==> src/rtl/tmb_pkg.sv <==
// ----------------------------------------------------------------------------
// tmb_pkg - shared types and constants
// Field widths, request codes, register map and the cell control struct.
// ----------------------------------------------------------------------------
package tmb_pkg;

  // field widths
  localparam int STAMP_W     = 64;
  localparam int HANDLE_W    = 32;
  localparam int REQ_W       = 2;
  localparam int REMOVED_W   = 6;
  localparam int MAXE_W      = 6;

  // configuration port
  localparam int PDATA_W     = 64;
  localparam int PADDR_W     = 4;
  localparam int ADDR_SEL_BIT = 3;   // registers sit on 8-byte boundaries

  localparam logic REG_MAX_ENTRIES = 1'b0;
  localparam logic REG_MATCH_TOL   = 1'b1;

  localparam logic [MAXE_W-1:0] MAXE_RESET = 6'd25;

  // request codes
  localparam logic [REQ_W-1:0] REQ_ADD    = 2'd0;
  localparam logic [REQ_W-1:0] REQ_REMOVE = 2'd1;
  localparam logic [REQ_W-1:0] REQ_FIND   = 2'd2;

  // per-cell control: shift towards the head, or load the write data
  typedef struct packed {
    logic shift;
    logic wr;
  } cell_ctrl_t;

endpackage

==> src/rtl/tmb_cell.sv <==
// ----------------------------------------------------------------------------
// tmb_cell - one buffer slot
// Holds one stamp/handle pair; loads write data or takes its neighbour's entry.
// ----------------------------------------------------------------------------
module tmb_cell #(
  parameter int HW = 32
) (
  input  logic                         clk,
  input  tmb_pkg::cell_ctrl_t          ctrl,
  input  logic [tmb_pkg::STAMP_W-1:0]  nb_stamp,
  input  logic [HW-1:0]                nb_handle,
  input  logic [tmb_pkg::STAMP_W-1:0]  wr_stamp,
  input  logic [HW-1:0]                wr_handle,
  output logic [tmb_pkg::STAMP_W-1:0]  stamp,
  output logic [HW-1:0]                handle
);

  logic [tmb_pkg::STAMP_W-1:0] stamp_r;
  logic [HW-1:0]               handle_r;

  // write wins over shift
  always_ff @(posedge clk) begin
    if (ctrl.wr) begin
      stamp_r  <= wr_stamp;
      handle_r <= wr_handle;
    end else if (ctrl.shift) begin
      stamp_r  <= nb_stamp;
      handle_r <= nb_handle;
    end
  end

  assign stamp  = stamp_r;
  assign handle = handle_r;

endmodule
==> config.mk <==
export PLATFORM = sky130hd
export DESIGN_NAME = tmb_cell
export DESIGN_NICKNAME = d
export VERILOG_FILES = /design/src/rtl/tmb_pkg.sv /design/src/rtl/tmb_cell.sv
export SDC_FILE = /design/constraint.sdc
export NUM_CORES = 1
export LEC_CHECK = 0
export BUFFER_PORTS_ARGS = -buffer_cell sky130_fd_sc_hd__buf_2
export CAP_MARGIN = 0
export CORE_AREA = 2 2 114 116
export CTS_BUF_LIST = sky130_fd_sc_hd__clkbuf_8
export DETAILED_ROUTE_END_ITERATION = 7
export DIE_AREA = 0 0 116 118
export PLACE_DENSITY = 0.73
export SYNTH_ARGS = -nofsm -noshare
export SYNTH_HDL_FRONTEND = slang
export SYNTH_SLANG_ARGS = --single-unit
==> constraint.sdc <==
create_clock -name clk -period 4.53 [get_ports clk]
set_clock_uncertainty 0.15 [all_clocks]
set_input_delay 0.453 -clock clk [delete_from_list [all_inputs] [get_ports clk]]
set_output_delay 0.453 -clock clk [all_outputs]
set_load 0.02 [all_outputs]
==> results of run 1 <==
[layout by cell type, fill, tap and decap left out]
cell / count
clkbuf_8: 9
clkinv_1: 1
inv_1: 1
edfxtp_1: 96
bufinv_16: 1
mux2_4: 29
clkinv_2: 3
buf_4: 3
buf_2: 289
or2_4: 1
mux2_2: 67
[kinds of logic (layout without fill, tap and decap cells)]
logic type	Yosys count	count (layout)
buf+inv	11	307
mux	96	96
flops	96	96
simple gates	1	1
[how the worst max path moves through the flow]
stage | cells past startpoint | slack (ns) | end
floorplan | 4 | 0.94 | handle[0]
global placement | 3 | 1.78 | handle[24]
detailed placement | 3 | 1.68 | handle[27]
CTS | 3 | 2.06 | handle[5]
global route | 3 | 1.94 | handle[30]
finish | 3 | 2.08 | handle[5]
[layout make-up]
cell class | count | area (µm²) | area share (%)
Timing Repair Buffer | 292 | 1470 | 24.7
Tap cell | 172 | 215 | 3.62
Clock buffer | 9 | 124 | 2.08
Clock inverter | 6 | 52.6 | 0.884
Sequential cell | 96 | 2880 | 48.5
Multi-Input combinational cell | 97 | 1200 | 20.2
[flip-flops by register name, indices dropped and copies added, names as in the netlist]
| signal | flops |
|---|---|
| handle | 32 |
| stamp | 64 |
[routing by layer]
layer | up-vias | track usage [%] | wire, µm
met4 | 0 | 4.76 | 148
met3 | 7 | 5.36 | 1140
met1 | 1331 | 14.4 | 3650
met5 | - | 0 | 0
li1 | 1382 | - | -
met2 | 184 | 25.9 | 5100
[power groups by stage]
stage / Combinational (mW) / Clock (mW) / Sequential (mW)
floorplan: 0.114 / 0 / 1.27
global placement: 0.432 / 0 / 1.13
detailed placement: 0.439 / 0 / 1.14
CTS: 0.439 / 0.543 / 1.12
global route: 0.462 / 0.585 / 1.13
finish: 0.432 / 0.529 / 1.12
[cells in the mapped netlist]
library cell  number
buf_2              6
edfxtp_1          96
or2_1              1
mux2_2            67
mux2_4            29
buf_6              5
[through the flow]
| stage | utilization, % | setup WS (ns) | hold WS [ns] | total power, mW |
|---|---|---|---|---|
| after global routing | 47.9 | 1.94 | 0.217 | 2.17 |
| after CTS | 47.9 | 2.06 | 0.224 | 2.10 |
| after global placement | 46.4 | 1.78 | 0.603 | 1.57 |
| after detailed placement | 46.4 | 1.68 | 0.606 | 1.58 |
| final | 47.9 | 2.08 | 0.239 | 2.08 |
| after floorplan | - | 0.939 | 0.520 | 1.38 |
==> metrics.txt, run 1 <==
first-pass iteration count of the detailed router 4; post-CTS sizing 0; Simple-Gate Fraction of Synth Area 0.150%; largest net degree at the start of global routing 67; vias 2904; All-Layer GR Usage 14.1%; clock transition at the registers of the reported paths 0.10 ns; clock root cell clkbuf_8; run status completed; Distinct cells, synth 6; H-tree depth 3; CTS Buf Count 9; initial DRC count 137; clock share of power 25.5%; sw frac 26.3%; Reg power frac 53.7%; main area contributors after synthesis edfxtp_1 (69%), mux2_2 (18%), mux2_4 (10%); P_int 1.53 mW; proportion of synthesized area in mux cells 28.6%; gp weighted congestion 0.758; initial antenna violation count 0; final hold viol count 0; GRT overflow 0; final WL 10.0 mm; CP Class in -> reg; post-CTS setup buffers 0; core area 0.0124 mm²; Port Buffers 290; Ant. Diodes 0; drt drc 0; post-synthesis xor/xnor area fraction 0%; post-route ant nets 0; area grow syn2layout 42.7%; crit path max fanout 66; Slew headroom 38.8%; Hold Buf Count CTS 0; clock tree buffer depth 2; crit share post-route 54.0%; largest family of logic cells by synthesized area multiplexers; Pwr Density 350 mW/mm²; nets 691; Avg WL per Cell 14.9 µm; start point of the worst hold path nb_stamp[53]; vias in the first global route 2995; Req. time, crit path 4.38 ns; Sink Count 96; RSZ-0062 raised after global routing false; combinational power share 20.8%; top cell type by total area after synthesis edfxtp_1; first-pass GRT wire length 14.6 mm; Compound-Gate Fraction of Synth Area 0%; LEAKAGE 2.73 nW; post-synth top area share 69.2%; placed cells 657; setup TNS 0 ns; Placed Area 0.00577 mm²; die area 0.0137 mm²; Synth Cell Area 0.00417 mm²; Synth Area in Adders 0%; Die Ht 118 µm; routed vias/inst 4.32; flops & latches, synth 96; initial core utilization 33.6%; share of post-route cells with drive strength above 1 80.4%; FILL cells 1136; maxcap violations 0; hold worst-path end stamp[53]; Critical Path Max Stage Delay 0.82 ns; slowest CP cell or2_4; Worst setup SP type input pin; critical-path cell list buf_4 > or2_4 > buf_4; Synthesized Nets 399; Avg Inst Size Synth 20.4 µm²; Crit path arrival time 2.30 ns; Yosys warning count 0; total I/O pin count 291; Period minus WS final 2.45 ns; post-route cell area 0.00594 mm²; Most common cell on crit path buf_4; Post-Syn Instances 204; IR drop worst, VDD 134 µV; Finished Layout Cells 672; Final setup violation count 0; crit-path leading delay family buffers and inverters; row count 41; crit path from ctrl[0]; chip width 116 µm; final slew viol count 0; Crit. End Element register; hold crit path type in -> reg; CP bufs+invs 2; slew at the pin closest to its max-slew limit 0.918 ns; P_sw 0.546 mW; Hold Path Depth 2; TritonCTS clock tree yes; Fmax achieved 409 MHz; Seq/Total Area, Yosys 69.2%
No activity file was read; power rests on OpenSTA's default activity.
==> inputs of run 2 (changes only) <==
--- a/config.mk
+++ b/config.mk
@@ -7,11 +7,11 @@
 export LEC_CHECK = 0
 export BUFFER_PORTS_ARGS = -buffer_cell sky130_fd_sc_hd__buf_2
 export CAP_MARGIN = 0
-export CORE_AREA = 2 2 114 116
+export CORE_AREA = 2 2 111 113
 export CTS_BUF_LIST = sky130_fd_sc_hd__clkbuf_8
 export DETAILED_ROUTE_END_ITERATION = 7
-export DIE_AREA = 0 0 116 118
-export PLACE_DENSITY = 0.73
+export DIE_AREA = 0 0 113 115
+export PLACE_DENSITY = 0.79
 export SYNTH_ARGS = -nofsm -noshare
 export SYNTH_HDL_FRONTEND = slang
 export SYNTH_SLANG_ARGS = --single-unit
==> constraint.sdc (replaced) <==
create_clock -name clk -period 2.1 [get_ports clk]
set_clock_uncertainty 0.15 [all_clocks]
set_input_delay 0.21 -clock clk [delete_from_list [all_inputs] [get_ports clk]]
set_output_delay 0.21 -clock clk [all_outputs]
set_load 0.02 [all_outputs]
==> run 2 against run 1 <==
Compared with the run above:
- synthesized cell count stayed put
- synthesized area unchanged
- the flow now stops in clock tree synthesis
==> metrics.txt, run 2 <==
Hold Buf Count CTS 132 (+132); Avg Inst Size Synth 20.4 µm² (unchanged); Post-synth top flop edfxtp_1; Synthesized Nets 399 (unchanged); clock root cell clkbuf_8; Yosys warning count 0 (unchanged); number of synthesized flops with an enable pin 96 (unchanged); post-CTS setup buffers 0 (unchanged); pre-CTS WS 0.619 ns (-1.06 ns); top cell type by total area after synthesis edfxtp_1; gp weighted congestion 0.818 (+7.9%); total I/O pin count 291 (unchanged); failing step clock tree synthesis; post-CTS sizing 0 (unchanged); top-count cell post-synth edfxtp_1; Die Ht 115 µm (-2.5%); row count 40 (-2.4%); Port Buffers 290 (unchanged); Post-synth top cells edfxtp_1 (96), mux2_2 (67), mux2_4 (29), buf_2 (6), buf_6 (5); Synth Cell Area 0.00417 mm² (unchanged); Log Error [ERROR RSZ-0060] Max buffer count reached.; flops & latches, synth 96 (unchanged); run status stopped before the end; Post-synth ARST share 0% (unchanged); post-detail-place hpwl 8.02 mm; clock tree buffer depth 2 (unchanged); main area contributors after synthesis edfxtp_1 (69%), mux2_2 (18%), mux2_4 (10%); H-tree depth 3 (unchanged); initial core utilization 35.3% (+1.7 points); post-synth top area share 69.2% (unchanged); chip width 113 µm (-2.6%); Sink Count 96 (unchanged); Post-Syn Instances 204 (unchanged); Seq/Total Area, Yosys 69.2% (unchanged); Distinct cells, synth 6 (unchanged); CTS Buf Count 9 (unchanged)
==> run 2: per-stage QoR <==
step	util (%)	cell area [µm²]	instances	hold slack [ns]
after floorplan	-	4170	204	0.277
after global placement	49.1	5800	636	0.359
after detailed placement	49.1	5800	636	0.364
==> run 2: cell families after synthesis <==
logic type	synth area share [%]
multiplexers	28.6
flip-flops	69.2
buffers and inverters	2.07
AND/OR/NAND/NOR	0.150
==> inputs of run 3 (changes only) <==
--- a/config.mk
+++ b/config.mk
@@ -7,11 +7,10 @@
 export LEC_CHECK = 0
 export BUFFER_PORTS_ARGS = -buffer_cell sky130_fd_sc_hd__buf_2
 export CAP_MARGIN = 0
-export CORE_AREA = 2 2 111 113
-export CTS_BUF_LIST = sky130_fd_sc_hd__clkbuf_8
+export CORE_AREA = 2 2 112 114
 export DETAILED_ROUTE_END_ITERATION = 7
-export DIE_AREA = 0 0 113 115
-export PLACE_DENSITY = 0.79
+export DIE_AREA = 0 0 114 116
+export PLACE_DENSITY_LB_ADDON = 0.15
 export SYNTH_ARGS = -nofsm -noshare
 export SYNTH_HDL_FRONTEND = slang
 export SYNTH_SLANG_ARGS = --single-unit
==> constraint.sdc (replaced) <==
create_clock -name clk -period 2.75 [get_ports clk]
set_clock_uncertainty 0.15 [all_clocks]
set_input_delay 0.275 -clock clk [delete_from_list [all_inputs] [get_ports clk]]
set_output_delay 0.275 -clock clk [all_outputs]
set_load 0.02 [all_outputs]
==> run 3 against run 2 <==
Compared with the run above:
- the flow now finishes without violations
==> metrics.txt, run 3 (synthesis results as in run 1) <==
Ant. Diodes 0; first-pass iteration count of the detailed router 4; maxcap violations 0; clock tree buffer depth 2 (unchanged); final WL 10.2 mm; H-tree depth 3 (unchanged); Final setup violation count 0; Slew headroom 76.9%; Die Ht 116 µm (+0.87%); die area 0.0132 mm²; post-detail-place hpwl 8.03 mm (+0.15%); largest net degree at the start of global routing 51; Pwr Density 628 mW/mm²; Crit. End Element register; slew at the pin closest to its max-slew limit 0.346 ns; initial DRC count 119; worst setup margin 1.42 ns; total I/O pin count 291 (unchanged); Req. time, crit path 2.62 ns; clock transition at the registers of the reported paths 0.06 ns; Crit path arrival time 1.20 ns; CTS Buf Count 9 (unchanged); initial antenna violation count 1; Critical Path Max Stage Delay 0.38 ns; Worst setup SP type input pin; LEAKAGE 2.81 nW; Period minus WS final 1.33 ns; pre-CTS WS 1.05 ns (+0.436 ns); run status completed; GRT overflow 0; crit share post-route 48.3%; final hold viol count 0; Hold Buf Count CTS 0 (-100%); post-CTS sizing 0 (unchanged); chip width 114 µm (+0.88%); area grow syn2layout 46.5%; post-CTS setup buffers 0 (unchanged); Port Buffers 290 (unchanged); Avg WL per Cell 15.7 µm; RSZ-0062 raised after global routing false; drt drc 0; Fmax achieved 753 MHz; crit-path leading delay family buffers and inverters; gp weighted congestion 0.737 (-9.9%); critical-path cell list buf_4 > or2_4 > buf_12; CP bufs+invs 2; first-pass GRT wire length 14.6 mm; row count 40 (unchanged); commonest non-fill, non-tap cell in the layout buf_2; setup TNS 0 ns; routed vias/inst 4.40; max reg flops 64; nets 693; final slew viol count 0; post-route ant nets 0; IR drop worst, VDD 281 µV; initial core utilization 35.0% (-0.30 points); core area 0.0119 mm²; FILL cells 1051; CP Class in -> reg; All-Layer GR Usage 14.9%; TritonCTS clock tree yes; hold crit path type in -> reg; slowest CP cell or2_4; clock root cell clkbuf_16; share of post-route cells with drive strength above 1 80.3%; vias in the first global route 2808; crit path max fanout 40; most frequent cells in the layout buf_2 (289), edfxtp_1 (96), mux2_2 (67), mux2_4 (29), clkbuf_16 (9); vias 2854; Sink Count 96 (unchanged); Finished Core Util 51.2%
## run 3: stage by stage
stage / hold slack, ns / area (µm²) / cells / power (mW)
final: 0.0895 / 6100 / 649 / 3.83
after global routing: 0.0697 / 6100 / 649 / 4.01
after CTS: 0.0711 / 6100 / 649 / 3.89
after detailed placement: 0.428 / 5800 / 634 / 2.60
after global placement: 0.426 / 5800 / 634 / 2.59
after floorplan: 0.342 / 4170 / 204 / 2.28
## run 3: layout make-up
| class | instances | area [µm²] | area share [%] |
|---|---|---|---|
| clock buffer | 10 | 229 | 3.75 |
| clock inverter | 5 | 72.6 | 1.19 |
| multi-input combinational | 97 | 1200 | 19.6 |
| sequential | 96 | 2880 | 47.3 |
| tap | 147 | 184 | 3.01 |
| timing repair buffer | 294 | 1530 | 25.1 |
## run 3: final timing paths
check | to | from | cells after the start | slack (ns)
worst max-delay path | handle[11] | ctrl[0] | 3 | 1.42
worst min-delay path | stamp[44] | wr_stamp[44] | 2 | 0.09
## run 3: report_power, final
part           switching (mW)  internal [mW]  leakage, nW  total, mW
combinational           0.392          0.329         1.68      0.721
clock                   0.495          0.784        0.147       1.28
sequential             0.0370           1.80        0.978       1.83
total                   0.924           2.91         2.81       3.83
## run 3: metal layers
layer / vias up / part of all wire [%] / track usage (%)
met1: 1286 / 37 / 16.1
met5: - / 0 / 0
met2: 172 / 51 / 25.9
met3: 11 / 11 / 5.54
met4: 0 / 1.7 / 7.15
li1: 1385 / - / -
